### src/hdl/redo_log_transaction_tracker_unit_defines.svh
// Assertion macros used by the redo log tracker datapath.
// No dependencies; included by the files that carry checks.
`ifndef REDO_LOG_TRANSACTION_TRACKER_UNIT_DEFINES_SVH
`define REDO_LOG_TRANSACTION_TRACKER_UNIT_DEFINES_SVH

`ifndef SYNTHESIS
// Same-cycle implication, disabled during reset
`define RLTT_ASSERT_IMP(label, clk, rst, ante, cons, msg) \
   label: assert property (@(posedge clk) disable iff (rst) (ante) |-> (cons)) \
      else $error(msg);
// Next-cycle implication, disabled during reset
`define RLTT_ASSERT_NXT(label, clk, rst, ante, cons, msg) \
   label: assert property (@(posedge clk) disable iff (rst) (ante) |=> (cons)) \
      else $error(msg);
`else
`define RLTT_ASSERT_IMP(label, clk, rst, ante, cons, msg)
`define RLTT_ASSERT_NXT(label, clk, rst, ante, cons, msg)
`endif

`endif

### src/hdl/rltt_pkg.sv
// Types, codes and constants of the redo log transaction tracker.
// No dependencies; used by the controller, datapath and top level.
package rltt_pkg;

   // Table depth default
   localparam int LOG_ENTRIES_DEF = 32;

   // Fixed field widths
   localparam int BLK_W    = 32;
   localparam int SLOT_W   = 5;
   localparam int STATUS_W = 4;
   localparam int OPEN_W   = 6;
   localparam int RSV_W    = 6;
   localparam int NEED_W   = 14;
   localparam int CSR_AW   = 3;

   // Open-operation ceiling
   localparam logic [OPEN_W-1:0] OPEN_MAX = 6'd63;

   // Reset value of the per-operation reserve
   localparam logic [RSV_W-1:0] RSV_RESET = 6'd10;

   // Register indexes (paddr[2])
   localparam logic REG_LOG_START  = 1'b0;
   localparam logic REG_OP_RESERVE = 1'b1;

   // Request codes
   localparam logic [1:0] REQ_BEGIN = 2'd0;
   localparam logic [1:0] REQ_END   = 2'd1;
   localparam logic [1:0] REQ_WRITE = 2'd2;

   typedef enum logic [STATUS_W-1:0] {
      ST_GRANTED    = 4'd0,
      ST_WAIT       = 4'd1,
      ST_APPENDED   = 4'd2,
      ST_ABSORBED   = 4'd3,
      ST_COMMIT     = 4'd4,
      ST_ENDED      = 4'd5,
      ST_TOO_BIG    = 4'd6,
      ST_OUTSIDE    = 4'd7,
      ST_UNBALANCED = 4'd8
   } status_type;

   // Source of the slot field of a result
   typedef enum logic [1:0] {
      SLOT_ZERO  = 2'd0,
      SLOT_COUNT = 2'd1,
      SLOT_INDEX = 2'd2
   } slot_sel_type;

   // Controller to datapath
   typedef struct packed {
      logic         open_inc;
      logic         open_dec;
      logic         cnt_inc;
      logic         cnt_clr;
      logic         blk_load;
      logic         ram_we;
      logic         wr_from_req;
      logic         rd_en;
      logic         rd_first;
      logic         idx_clr;
      logic         idx_inc;
      logic         out_load;
      status_type   out_status;
      slot_sel_type out_slot;
      logic         out_commit;
      logic         out_last;
   } cmd_type;

   // Datapath to controller
   typedef struct packed {
      logic out_free;
      logic full;
      logic open_zero;
      logic open_one;
      logic open_max;
      logic fits;
      logic count_zero;
      logic match;
      logic at_end;
   } sts_type;

endpackage

### src/hdl/rltt_ram.sv
// Generic single-write, single-read RAM with registered read data.
// No dependencies.
module rltt_ram #(
   parameter int WIDTH = 32,
   parameter int DEPTH = 32
) (
   input  logic                     clock,
   input  logic                     wr_en,
   input  logic [$clog2(DEPTH)-1:0] wr_addr,
   input  logic [WIDTH-1:0]         wr_data,
   input  logic                     rd_en,
   input  logic [$clog2(DEPTH)-1:0] rd_addr,
   output logic [WIDTH-1:0]         rd_data
);

   logic [WIDTH-1:0] mem_ff [DEPTH];
   logic [WIDTH-1:0] rd_data_ff;

   // Write port
   always_ff @(posedge clock) begin
      if (wr_en) begin
         mem_ff[wr_addr] <= wr_data;
      end
   end

   // Registered read; hold data when not enabled
   always_ff @(posedge clock) begin
      if (rd_en) begin
         rd_data_ff <= mem_ff[rd_addr];
      end
   end

   assign rd_data = rd_data_ff;

endmodule

### src/hdl/rltt_dp.sv
// Datapath of the redo log tracker: counters, block table, result register.
// Depends on rltt_pkg, rltt_ram and the assertion macro header.
`include "redo_log_transaction_tracker_unit_defines.svh"

module rltt_dp #(
   parameter int LOG_ENTRIES = rltt_pkg::LOG_ENTRIES_DEF
) (
   input  logic                              clock,
   input  logic                              reset,
   input  rltt_pkg::cmd_type                 cmd,
   output rltt_pkg::sts_type                 sts,
   input  logic [rltt_pkg::BLK_W-1:0]        req_block_number,
   input  logic [rltt_pkg::BLK_W-1:0]        log_start_block,
   input  logic [rltt_pkg::RSV_W-1:0]        op_reserve_blocks,
   output logic                              rsp_valid,
   input  logic                              rsp_ready,
   output logic [rltt_pkg::STATUS_W-1:0]     rsp_status,
   output logic [rltt_pkg::SLOT_W-1:0]       rsp_slot_index,
   output logic [rltt_pkg::BLK_W-1:0]        rsp_home_block,
   output logic [rltt_pkg::BLK_W-1:0]        rsp_log_block,
   output logic                              rsp_last
);

   localparam int IDX_W = $clog2(LOG_ENTRIES);
   localparam int CNT_W = $clog2(LOG_ENTRIES + 1);

   logic [rltt_pkg::OPEN_W-1:0]   open_ff, open_in;
   logic [CNT_W-1:0]              count_ff, count_in;
   logic [IDX_W-1:0]              idx_ff, idx_in;
   logic [rltt_pkg::BLK_W-1:0]    blk_ff, blk_in;
   logic                          valid_ff, valid_in;
   rltt_pkg::status_type          status_ff, status_in;
   logic [rltt_pkg::SLOT_W-1:0]   slot_ff, slot_in;
   logic [rltt_pkg::BLK_W-1:0]    home_ff, home_in;
   logic [rltt_pkg::BLK_W-1:0]    logb_ff, logb_in;
   logic                          last_ff, last_in;

   logic [rltt_pkg::BLK_W-1:0]    rd_data;
   logic [rltt_pkg::BLK_W-1:0]    wr_data;
   logic [IDX_W-1:0]              wr_addr;
   logic [IDX_W-1:0]              rd_addr;
   logic [IDX_W-1:0]              slot_sel;
   logic [IDX_W+rltt_pkg::SLOT_W-1:0] slot_ext;
   logic [rltt_pkg::OPEN_W:0]     open_plus;
   logic [rltt_pkg::NEED_W-1:0]   need;

   // Block table
   assign wr_data = cmd.wr_from_req ? req_block_number : blk_ff;
   assign wr_addr = count_ff[IDX_W-1:0];
   assign rd_addr = cmd.rd_first ? '0 : idx_ff + IDX_W'(1);

   rltt_ram #(
      .WIDTH (rltt_pkg::BLK_W),
      .DEPTH (LOG_ENTRIES)
   ) u_table (
      .clock   (clock),
      .wr_en   (cmd.ram_we),
      .wr_addr (wr_addr),
      .wr_data (wr_data),
      .rd_en   (cmd.rd_en),
      .rd_addr (rd_addr),
      .rd_data (rd_data)
   );

   // Admission check: count + (open + 1) * reserve against table size
   assign open_plus = {1'b0, open_ff} + (rltt_pkg::OPEN_W + 1)'(1);
   assign need = rltt_pkg::NEED_W'(count_ff)
               + rltt_pkg::NEED_W'(open_plus) * rltt_pkg::NEED_W'(op_reserve_blocks);

   // Status toward the controller
   always_comb begin
      sts.out_free   = !valid_ff || rsp_ready;
      sts.full       = (count_ff >= CNT_W'(LOG_ENTRIES));
      sts.open_zero  = (open_ff == '0);
      sts.open_one   = (open_ff == rltt_pkg::OPEN_W'(1));
      sts.open_max   = (open_ff >= rltt_pkg::OPEN_MAX);
      sts.fits       = (need <= rltt_pkg::NEED_W'(LOG_ENTRIES));
      sts.count_zero = (count_ff == '0);
      sts.match      = (rd_data == blk_ff);
      sts.at_end     = ((CNT_W'(idx_ff) + CNT_W'(1)) == count_ff);
   end

   // Slot field source, fitted to the result width
   always_comb begin
      unique case (cmd.out_slot)
         rltt_pkg::SLOT_COUNT: slot_sel = count_ff[IDX_W-1:0];
         rltt_pkg::SLOT_INDEX: slot_sel = idx_ff;
         default:              slot_sel = '0;
      endcase
      slot_ext = {{rltt_pkg::SLOT_W{1'b0}}, slot_sel};
   end

   // Next state of counters and result register
   always_comb begin
      open_in   = open_ff;
      count_in  = count_ff;
      idx_in    = idx_ff;
      blk_in    = blk_ff;
      valid_in  = valid_ff;
      status_in = status_ff;
      slot_in   = slot_ff;
      home_in   = home_ff;
      logb_in   = logb_ff;
      last_in   = last_ff;

      if (cmd.open_inc) begin
         open_in = open_ff + rltt_pkg::OPEN_W'(1);
      end else if (cmd.open_dec) begin
         open_in = open_ff - rltt_pkg::OPEN_W'(1);
      end

      if (cmd.cnt_clr) begin
         count_in = '0;
      end else if (cmd.cnt_inc) begin
         count_in = count_ff + CNT_W'(1);
      end

      if (cmd.idx_clr) begin
         idx_in = '0;
      end else if (cmd.idx_inc) begin
         idx_in = idx_ff + IDX_W'(1);
      end

      if (cmd.blk_load) begin
         blk_in = req_block_number;
      end

      // Drain the result register, then reload it
      if (rsp_ready) begin
         valid_in = 1'b0;
      end
      if (cmd.out_load) begin
         valid_in  = 1'b1;
         status_in = cmd.out_status;
         slot_in   = slot_ext[rltt_pkg::SLOT_W-1:0];
         last_in   = cmd.out_last;
         if (cmd.out_commit) begin
            home_in = rd_data;
            logb_in = log_start_block + rltt_pkg::BLK_W'(idx_ff) + rltt_pkg::BLK_W'(1);
         end else begin
            home_in = '0;
            logb_in = '0;
         end
      end
   end

   // Control state
   always_ff @(posedge clock) begin
      if (reset) begin
         open_ff  <= '0;
         count_ff <= '0;
         valid_ff <= 1'b0;
      end else begin
         open_ff  <= open_in;
         count_ff <= count_in;
         valid_ff <= valid_in;
      end
   end

   // Payload registers
   always_ff @(posedge clock) begin
      idx_ff    <= idx_in;
      blk_ff    <= blk_in;
      status_ff <= status_in;
      slot_ff   <= slot_in;
      home_ff   <= home_in;
      logb_ff   <= logb_in;
      last_ff   <= last_in;
   end

   assign rsp_valid      = valid_ff;
   assign rsp_status     = status_ff;
   assign rsp_slot_index = slot_ff;
   assign rsp_home_block = home_ff;
   assign rsp_log_block  = logb_ff;
   assign rsp_last       = last_ff;

   // Checks
   `RLTT_ASSERT_NXT(a_commit_clears, clock, reset, cmd.out_load && cmd.out_commit && cmd.out_last, count_ff == '0, "table not cleared after commit")
   `RLTT_ASSERT_IMP(a_append_room, clock, reset, cmd.ram_we, count_ff < CNT_W'(LOG_ENTRIES), "append into a full table")
   `RLTT_ASSERT_IMP(a_result_free, clock, reset, cmd.out_load, !valid_ff || rsp_ready, "result register overwritten")

endmodule

### src/hdl/rltt_ctrl.sv
// Controller of the redo log tracker: request decode, table search, commit walk.
// Depends on rltt_pkg; drives the datapath through rltt_pkg::cmd_type.
module rltt_ctrl (
   input  logic              clock,
   input  logic              reset,
   input  logic              req_valid,
   output logic              req_ready,
   input  logic [1:0]        req_type,
   input  rltt_pkg::sts_type sts,
   output rltt_pkg::cmd_type cmd
);

   typedef enum logic [1:0] {
      S_IDLE,
      S_SEARCH,
      S_COMMIT
   } state_type;

   state_type state_ff, state_in;

   // Take a request only when idle and the result register can take a result
   assign req_ready = (state_ff == S_IDLE) && sts.out_free;

   always_comb begin
      state_in       = state_ff;
      cmd            = '0;
      cmd.out_status = rltt_pkg::ST_GRANTED;
      cmd.out_slot   = rltt_pkg::SLOT_ZERO;
      cmd.out_last   = 1'b1;

      unique case (state_ff)
         S_IDLE: begin
            if (req_valid && req_ready) begin
               cmd.blk_load = 1'b1;
               unique case (req_type)
                  rltt_pkg::REQ_BEGIN: begin
                     cmd.out_load = 1'b1;
                     if (sts.open_max || !sts.fits) begin
                        cmd.out_status = rltt_pkg::ST_WAIT;
                     end else begin
                        cmd.out_status = rltt_pkg::ST_GRANTED;
                        cmd.open_inc   = 1'b1;
                     end
                  end
                  rltt_pkg::REQ_WRITE: begin
                     priority if (sts.full) begin
                        cmd.out_load   = 1'b1;
                        cmd.out_status = rltt_pkg::ST_TOO_BIG;
                     end else if (sts.open_zero) begin
                        cmd.out_load   = 1'b1;
                        cmd.out_status = rltt_pkg::ST_OUTSIDE;
                     end else if (sts.count_zero) begin
                        // Empty table: append at once
                        cmd.ram_we      = 1'b1;
                        cmd.wr_from_req = 1'b1;
                        cmd.cnt_inc     = 1'b1;
                        cmd.out_load    = 1'b1;
                        cmd.out_status  = rltt_pkg::ST_APPENDED;
                        cmd.out_slot    = rltt_pkg::SLOT_COUNT;
                     end else begin
                        // Start the search at slot zero
                        cmd.rd_en    = 1'b1;
                        cmd.rd_first = 1'b1;
                        cmd.idx_clr  = 1'b1;
                        state_in     = S_SEARCH;
                     end
                  end
                  rltt_pkg::REQ_END: begin
                     if (sts.open_zero) begin
                        cmd.out_load   = 1'b1;
                        cmd.out_status = rltt_pkg::ST_UNBALANCED;
                     end else begin
                        cmd.open_dec = 1'b1;
                        if (!sts.open_one || sts.count_zero) begin
                           cmd.out_load   = 1'b1;
                           cmd.out_status = rltt_pkg::ST_ENDED;
                        end else begin
                           // Last operation closed: walk the table
                           cmd.rd_en    = 1'b1;
                           cmd.rd_first = 1'b1;
                           cmd.idx_clr  = 1'b1;
                           state_in     = S_COMMIT;
                        end
                     end
                  end
                  default: begin
                     // Unknown request: drop it
                  end
               endcase
            end
         end

         S_SEARCH: begin
            if (sts.out_free) begin
               priority if (sts.match) begin
                  cmd.out_load   = 1'b1;
                  cmd.out_status = rltt_pkg::ST_ABSORBED;
                  cmd.out_slot   = rltt_pkg::SLOT_INDEX;
                  state_in       = S_IDLE;
               end else if (sts.at_end) begin
                  cmd.ram_we     = 1'b1;
                  cmd.cnt_inc    = 1'b1;
                  cmd.out_load   = 1'b1;
                  cmd.out_status = rltt_pkg::ST_APPENDED;
                  cmd.out_slot   = rltt_pkg::SLOT_COUNT;
                  state_in       = S_IDLE;
               end else begin
                  cmd.rd_en   = 1'b1;
                  cmd.idx_inc = 1'b1;
               end
            end
         end

         S_COMMIT: begin
            // Emit one entry per cycle; hold while the receiver stalls
            if (sts.out_free) begin
               cmd.out_load   = 1'b1;
               cmd.out_status = rltt_pkg::ST_COMMIT;
               cmd.out_slot   = rltt_pkg::SLOT_INDEX;
               cmd.out_commit = 1'b1;
               cmd.out_last   = sts.at_end;
               if (sts.at_end) begin
                  cmd.cnt_clr = 1'b1;
                  state_in    = S_IDLE;
               end else begin
                  cmd.rd_en   = 1'b1;
                  cmd.idx_inc = 1'b1;
               end
            end
         end

         default: begin
            state_in = S_IDLE;
         end
      endcase
   end

   // State register
   always_ff @(posedge clock) begin
      if (reset) begin
         state_ff <= S_IDLE;
      end else begin
         state_ff <= state_in;
      end
   end

endmodule

### src/hdl/redo_log_transaction_tracker_unit.sv
// Top level of the redo log transaction tracker: CSR block and core wiring.
// Depends on rltt_pkg, rltt_ctrl and rltt_dp.
//
// Usage:
//   Requests (req_type, req_block_number) enter on a valid/ready channel:
//   begin, end, or write of a home block number. Results leave on a
//   valid/ready channel; rsp_last marks the final result of a request.
//   Begin, an end that starts no commit walk and a write that starts no
//   search give one result in the cycle after acceptance. A write into a
//   table of N entries searches one slot a cycle through the table RAM's
//   single read port. An end that closes the last operation emits N
//   commit entries, one per cycle while the receiver does not stall.
//   A new request is taken once the previous one is finished and the
//   result register is empty or being drained in that cycle.
//   When the receiver stalls, the result register holds and the walk pauses.
//   Reset clears the open count, entry count and result valid; the CSRs
//   return to log_start_block = 0 and op_reserve_blocks = 10. The table
//   needs no clearing pass. CSRs at 0x0 and 0x4; write only while idle.
module redo_log_transaction_tracker_unit #(
   parameter int LOG_ENTRIES = rltt_pkg::LOG_ENTRIES_DEF
) (
   input  logic                              clock,
   input  logic                              reset,
   // Request channel
   input  logic                              req_valid,
   output logic                              req_ready,
   input  logic [1:0]                        req_type,
   input  logic [rltt_pkg::BLK_W-1:0]        req_block_number,
   // Result channel
   output logic                              rsp_valid,
   input  logic                              rsp_ready,
   output logic [rltt_pkg::STATUS_W-1:0]     rsp_status,
   output logic [rltt_pkg::SLOT_W-1:0]       rsp_slot_index,
   output logic [rltt_pkg::BLK_W-1:0]        rsp_home_block,
   output logic [rltt_pkg::BLK_W-1:0]        rsp_log_block,
   output logic                              rsp_last,
   // CSR port
   input  logic                              psel,
   input  logic                              penable,
   input  logic                              pwrite,
   input  logic [rltt_pkg::CSR_AW-1:0]       paddr,
   input  logic [31:0]                       pwdata,
   output logic [31:0]                       prdata,
   output logic                              pready
);

   logic [rltt_pkg::BLK_W-1:0] log_start_ff, log_start_in;
   logic [rltt_pkg::RSV_W-1:0] reserve_ff, reserve_in;
   logic                       csr_wr;
   rltt_pkg::cmd_type          cmd;
   rltt_pkg::sts_type          sts;

   assign pready = 1'b1;
   assign csr_wr = psel && penable && pwrite;

   // Register writes
   always_comb begin
      log_start_in = log_start_ff;
      reserve_in   = reserve_ff;
      if (csr_wr) begin
         unique case (paddr[2])
            rltt_pkg::REG_LOG_START:  log_start_in = pwdata;
            rltt_pkg::REG_OP_RESERVE: reserve_in   = pwdata[rltt_pkg::RSV_W-1:0];
            default: begin
            end
         endcase
      end
   end

   always_ff @(posedge clock) begin
      if (reset) begin
         log_start_ff <= '0;
         reserve_ff   <= rltt_pkg::RSV_RESET;
      end else begin
         log_start_ff <= log_start_in;
         reserve_ff   <= reserve_in;
      end
   end

   // Register reads
   always_comb begin
      unique case (paddr[2])
         rltt_pkg::REG_LOG_START:  prdata = log_start_ff;
         rltt_pkg::REG_OP_RESERVE: prdata = 32'(reserve_ff);
         default:                  prdata = '0;
      endcase
   end

   rltt_ctrl u_ctrl (
      .clock     (clock),
      .reset     (reset),
      .req_valid (req_valid),
      .req_ready (req_ready),
      .req_type  (req_type),
      .sts       (sts),
      .cmd       (cmd)
   );

   rltt_dp #(
      .LOG_ENTRIES (LOG_ENTRIES)
   ) u_dp (
      .clock             (clock),
      .reset             (reset),
      .cmd               (cmd),
      .sts               (sts),
      .req_block_number  (req_block_number),
      .log_start_block   (log_start_ff),
      .op_reserve_blocks (reserve_ff),
      .rsp_valid         (rsp_valid),
      .rsp_ready         (rsp_ready),
      .rsp_status        (rsp_status),
      .rsp_slot_index    (rsp_slot_index),
      .rsp_home_block    (rsp_home_block),
      .rsp_log_block     (rsp_log_block),
      .rsp_last          (rsp_last)
   );

endmodule
### config.mk
export PLATFORM = sky130hd
export DESIGN_NAME = redo_log_transaction_tracker_unit
export DESIGN_NICKNAME = d
export VERILOG_FILES = /design/src/hdl/rltt_pkg.sv /design/src/hdl/rltt_ram.sv /design/src/hdl/rltt_dp.sv /design/src/hdl/rltt_ctrl.sv /design/src/hdl/redo_log_transaction_tracker_unit.sv
export VERILOG_INCLUDE_DIRS = /design/src /design/src/hdl
export SDC_FILE = /design/constraint.sdc
export NUM_CORES = 2
export LEC_CHECK = 0
export BUFFER_PORTS_ARGS = -buffer_cell sky130_fd_sc_hd__buf_4
export CELL_PAD_IN_SITES_DETAIL_PLACEMENT = 0
export CELL_PAD_IN_SITES_GLOBAL_PLACEMENT = 1
export CORE_UTILIZATION = 37
export CTS_BUF_LIST = sky130_fd_sc_hd__clkbuf_4
export CTS_CLUSTER_DIAMETER = 120
export DETAILED_ROUTE_END_ITERATION = 8
export PLACE_DENSITY_LB_ADDON = 0.1
export REMOVE_ABC_BUFFERS = 1
export SLEW_MARGIN = 15
export SYNTH_ARGS = -nofsm -noshare
export SYNTH_HDL_FRONTEND = slang
export SYNTH_SLANG_ARGS = --single-unit
### constraint.sdc
create_clock -name clock -period 19.5 [get_ports clock]
set_input_delay 1.95 -clock clock [delete_from_list [all_inputs] [get_ports clock]]
set_output_delay 1.95 -clock clock [all_outputs]
set_load 0.03 [all_outputs]
* Word-level counts from Yosys, hierarchy flattened *
Memory sizes are Yosys's and may differ from the RTL's. A register that Yosys moved wholly into a read port is not among the register bits.
Index checks and enable logic that the tools add are counted.

operators by class
  add/subtract/negate cells = 9
  multiply operators = 1
  divide/modulo/power cells = 0
  magnitude comparators = 3
  equality and inequality tests = 18
  shift operators = 0
  mux-type cells = 74
  bitwise logic cells = 1
  reductions and logical operators = 21

operators by type and width
  cell                                                                                count
  32-bit case mux with 2 select lines                                                 1
  2-bit two-way mux                                                                   18
  5-bit two-way mux                                                                   7
  32-bit by 1-bit adder with 32-bit output (second input constant)                    1
  32-bit by 5-bit adder with 32-bit output                                            1
  32-bit == test                                                                      1
  32-bit two-way mux                                                                  1
  7-bit two-way mux                                                                   4
  1-bit two-way mux                                                                   24
  7-bit case mux with 3 select lines                                                  1
  6-bit two-way mux                                                                   3
  3-bit != test (second input constant)                                               6
  5-bit case mux with 3 select lines                                                  1
  6-bit by 13-bit adder with 14-bit output                                            1
  14-bit by 6-bit less-or-equal comparator with 1-bit output (second input constant)  1
  7-bit by 6-bit multiplier with 13-bit output                                        1
  6-bit by 1-bit adder with 6-bit output (second input constant)                      2
  6-bit greater-or-equal comparator (second input constant)                           2
  6-bit logical NOT                                                                   2
  3-bit two-way mux                                                                   4
  10-bit two-way mux                                                                  1
  5-bit case mux with 2 select lines                                                  1
  9-bit AND reduction                                                                 1
  8-bit two-way mux                                                                   1
  23 further kinds                                                                    41

word-level totals
  register bits after elaboration = 164
  bits in latches = 0
  RAM bits = 1024
  ROM bits = 0
  input port bits = 76
  output and inout port bits = 109
  word-level logic and storage cells = 141
  memories = 1

memory list
  name                 depth  bits a word  rd ports  clocked after memory_dff  write ports  line            source
  u_dp.u_table.mem_ff  32     32           1         1                         1            rltt_ram.sv:16  logic [WIDTH-1:0] mem_ff [DEPTH];

* Longest topological paths before layout *
  word-level depth = 12
  depth in mapped cells = 22
  mapped depth without buffers = 20

* Cells and area by module *
Synthesis repeated with hierarchy kept, for this count alone.

second synthesis, totals
  cells, all modules = 3259
  area, all modules = 51320.5 µm²

modules (own cells, without submodules)
  module                             times used  cells each  area an instance (µm²)  sequential area each (µm²)
  rltt_ram                           1           2260        40812.9                 31710.4
  rltt_dp                            1           712         7943.9                  3543.4
  redo_log_transaction_tracker_unit  1           200         1949.4                  760.7
  rltt_ctrl                          1           87          614.3                   40.0

* Worst setup path after synthesis *
Ideal clock, no wire load.

  kind = input to register
  from = input port rsp_ready
  to = register u_dp.home_ff, in the netlist u_dp.rsp_home_block[0], enable pin
  library setup time = 0.530 ns
  arrival time = 7.592 ns
  data required time = 18.970 ns
  setup slack = 11.378 ns
  stages = 8
  path buffers = 2
  path through = nand2b_1 clkbuf_1 and3_1 clkbuf_1 nor2b_1 o21a_1 nor2_1 a21oi_1

RTL lines
  item                  line                                     source
  start, declared       redo_log_transaction_tracker_unit.sv:31  input logic rsp_ready,
  end signal, assigned  rltt_dp.sv:166                           home_ff <= home_in;
  end, declared         rltt_dp.sv:34                            logic [rltt_pkg::BLK_W-1:0] home_ff, home_in;

* Worst setup path after layout *
  from = register u_dp.open_ff[0] in the netlist's numbering
  to = register u_dp.open_ff[0] in the netlist's numbering

between the ends
  word-level cells in the longest chain between the ends = 11
  elaborated cells between the ends (all ways) = 19
  classes of those cells = add/sub: 4; mul: 1; order compare: 2; mux: 8; reduce/logical: 4

RTL lines
  item                                                        line             source
  start, declared                                             rltt_dp.sv:27    logic [rltt_pkg::OPEN_W-1:0] open_ff, open_in;
  start signal, assigned                                      rltt_dp.sv:154   open_ff <= open_in;
  6-bit by 1-bit adder with 7-bit output                      rltt_dp.sv:66    assign open_plus = {1'b0, open_ff} + (rltt_pkg::OPEN_W + 1)'(1);
  7-bit by 6-bit multiplier with 13-bit output                rltt_dp.sv:68    + rltt_pkg::NEED_W'(open_plus) * rltt_pkg::NEED_W'(op_reserve_blocks);
  6-bit by 13-bit adder with 14-bit output                    rltt_dp.sv:68
  14-bit by 6-bit less-or-equal comparator with 1-bit output  rltt_dp.sv:77    sts.fits = (need <= rltt_pkg::NEED_W'(LOG_ENTRIES));
  1-bit logical NOT                                           rltt_ctrl.sv:38  if (sts.open_max || !sts.fits) begin
  1-bit logical OR                                            rltt_ctrl.sv:38
  1-bit two-way mux                                           rltt_ctrl.sv:38
  1-bit two-way mux                                           rltt_ctrl.sv:35  unique case (req_type)
  3-bit two-way mux                                           rltt_ctrl.sv:33  if (req_valid && req_ready) begin
  2-bit two-way mux                                           rltt_ctrl.sv:31  unique case (state_ff)
  6-bit two-way mux or 2-bit nonzero test (tied branches)     n/a

Parallel ways exist; a longest one is shown, timed or not. The select of a mux whose other input is x is not followed.
A chain may end at the register's enable or synchronous reset.

==> impl_metrics.yaml <==
status:
  status: "finished, final reports clean"
worst_setup_path:
  crit_path_start_kind: "register"
  path_common_cell: "fa_1"
  path_buf_inv: 2
  cp_max_fo: 12
  required_ns: 20.63
  max_stage_delay_ns: 0.60
  cpLargestDelayFamily: "adder cells"
  path_cells: "ha_1 -> nand3_1 -> xnor2_1 -> and2_1 -> fa_1 -> fa_1 -> inv_1 -> fa_1 -> inv_1 -> fa_1 -> ha_1 -> a21oi_1 -> nand2_1 -> o31a_1 -> o41ai_2 -> xnor2_1 -> nor4_4 -> a21oi_1 -> mux2_1"
  worstPathArrival_ns: 7.64
  worst_path_max_delay_cell: "dfxtp_1"
  path_class: "reg2reg"
  crit_path_end_kind: "register"
synth:
  synth_area_mm2: 0.0507
  synth_seq_area_share_pct: 71.0
  netlist_instances: 3189
  ys_types: 76
  synth-async-reset-ratio_pct: 0
  yosysWarnings: 0
  ys_ff_latch: 1220
  synth-edff-count: 1162
  ys.flop_type: "edfxtp_1"
  avgSynthCellArea_um2: 15.9
routing:
  via_count: 30192
  wire_per_inst_um: 26.0
  via_per_inst: 5.36
  ant_nets: 0
  routed_wl_um: 147000
  drtIter0Drc: 2070
  post-route-drc-count: 0
  drt_first_pass_iters: 5
power:
  p_seq_share_pct: 38.6
  power_per_cell_area_mw_per_mm2: 145
  switching_share_pct: 37.0
  p_sw_mw: 3.15
  internal-power_mw: 5.36
  comb_power_share_pct: 34.6
  total_leakage_power_nw: 20.5
  clkPwrFrac_pct: 26.8
  peakVddDrop_uv: 101
final_layout:
  final_util_pct: 43.2
  syn2layout_area_growth_pct: 15.5
  final_cell_mix: "1,162 x edfxtp_1, 508 x clkbuf_4, 314 x nand2_1, 252 x buf_4, 157 x a21oi_1"
  final_common_cell: "edfxtp_1"
  layout-drive-gt1-share_pct: 27.2
  nets: 3757
  final_cells: 5638
  num-fill-cells: 12371
flow_run:
  maxCapViolCount: 0
sta:
  period_share_pct: 33.4
  hold_viol: 0
  relSlewSlack_pct: 17.1
  tightest_slew_ns: 1.24
  setup_violations: 0
  slew_violations: 0
  fmax_ghz: 0.154
  fin_skew_ns: 0.0867
  period_minus_slack_ns: 6.51
  rsz0062_at_grt: "false"
  setup_tns_ns: 0
grt:
  grt_max_degree: 76
  antenna_found_initial: 8
  grt_pass1_vias: 31568
  grt_pass1_wl_um: 211000
  grt_use_total_pct: 21.2
  grt_overflow: 0
clock_network:
  insertion_delay_ns: 1.25
  root_buffer: "clkbuf_4"
  cts_sinks: 1220
  cts_setup_buffers: 0
  cts_buffers: 347
  tritoncts: "done"
  clk_pin_slew_ns: 0.07
  htree_num_levels: 5
  cts_resized: 0
  cts_buffer_depth: 4
  postCtsHoldBufs: 0
placed_design:
  portBuffers: 181
  placedCellCount: 5029
  dp_hpwl_um: 85300
  gp_congestion: 0.791
floorplanning:
  fp.dieH_um: 372
  ios: 185
  die_area_mm2: 0.139
  start_util_pct: 37.4
  die_w_um: 372
  coreArea_mm2: 0.136
  row_count: 135
min_path:
  hp-class: "reg2reg"
## flip-flops by register name, summed over array words and instances (netlist names)
name / flops
log_start_ff: 32
reserve_ff: 6
u_ctrl.state_ff: 2
u_dp.blk_ff: 32
u_dp.count_ff: 6
u_dp.idx_ff: 5
u_dp.open_ff: 6
u_dp.rsp_home_block: 32
u_dp.rsp_last: 1
u_dp.rsp_log_block: 32
u_dp.rsp_slot_index: 5
u_dp.rsp_status: 4
u_dp.rsp_valid: 1
u_dp.u_table.mem_ff: 1024
u_dp.u_table.rd_data: 32
## synthesized netlist by cell type, drive strengths merged, types with 6 or more instances
master     n  area (µm²)
ha        59         738
a211oi    36         270
a221oi    64         748
edfxtp  1162       34900
buf       55         353
a22oi     37         278
nand2    317        1200
and2      21         131
mux4     128        2880
o221ai    34         298
xnor2     57         507
dfxtp     58        1160
nor3      15        97.6
o21ai    170         855
a221o     31         310
inv       63         236
or3       10        62.6
nor2     138         551
mux2      40         450
and3      85         532
xor2      28         245
a21oi    159         796
nand3     21         110
nor2b     45         282
nand4     19         119
fa        25         500
clkbuf   138         519
nor4       7        65.1
mux2i    104        1040
a21o       6        45.0
## area by class of cell
type / instances / area, µm² / area share, %
sequential: 1220 / 36100 / 61.5
multi-input combinational: 1712 / 13900 / 23.7
clock buffer: 508 / 3810 / 6.51
tap: 1781 / 2230 / 3.80
timing repair buffer: 252 / 1890 / 3.23
clock inverter: 90 / 437 / 0.745
inverter: 64 / 240 / 0.410
antenna: 11 / 27.5 / 0.0470
## power by group through the flow
stage	clock [mW]	sequential [mW]	combinational [mW]
finish	2.28	3.28	2.95
global route	2.50	3.30	3.18
CTS	2.36	3.29	2.99
detailed placement	0	3.34	2.98
global placement	0	3.34	2.95
floorplan	0	3.46	1.88
## worst reg2reg max path, cell delays in order, from the launching register on
cell,delay (ns)
dfxtp_1,0.60
ha_1,0.29
nand3_1,0.10
xnor2_1,0.56
and2_1,0.25
fa_1,0.46
fa_1,0.56
inv_1,0.06
fa_1,0.47
inv_1,0.05
fa_1,0.36
ha_1,0.36
a21oi_1,0.32
nand2_1,0.10
o31a_1,0.29
o41ai_2,0.33
xnor2_1,0.21
nor4_4,0.56
a21oi_1,0.16
mux2_1,0.33
## routing by layer
layer,up-vias,global-route usage (%),routed length [µm]
met5,-,0,37
met4,6,6.15,2620
met3,180,5.12,9410
met2,1000,34.8,71100
met1,15521,27.9,63400
li1,13485,-,-
## cells by family after synthesis
family,share of synthesized area [%]
flops,71.0
simple gates,6.46
compound gates,7.75
mux,8.62
buf+inv,2.19
xor+xnor,1.48
fa+ha+maj,2.44
other cells,0.00739
## per-stage QoR
step | hold slack (ns) | setup WS (ns) | power [mW] | cell area (µm²)
final | 0.464 | 12.99 | 8.51 | 58600
after global routing | 0.496 | 12.53 | 8.98 | 58600
after CTS | 0.465 | 12.90 | 8.64 | 58600
after detailed placement | 0.456 | 12.30 | 6.32 | 54300
after global placement | 0.448 | 12.35 | 6.28 | 54300
after floorplan | 0.430 | 2.84 | 5.34 | 49900
## final timing paths
check                                startpoint              end  slack [ns]  cells after the start
worst min-delay path            log_start_ff[0]  log_start_ff[0]        0.46                      2
worst max register to register  u_dp.open_ff[0]  u_dp.open_ff[0]       12.99                     19
worst max-delay path            u_dp.open_ff[0]  u_dp.open_ff[0]       12.99                     19
worst min register to register  log_start_ff[0]  log_start_ff[0]        0.46                      2
(Power assumes the default switching activity.)
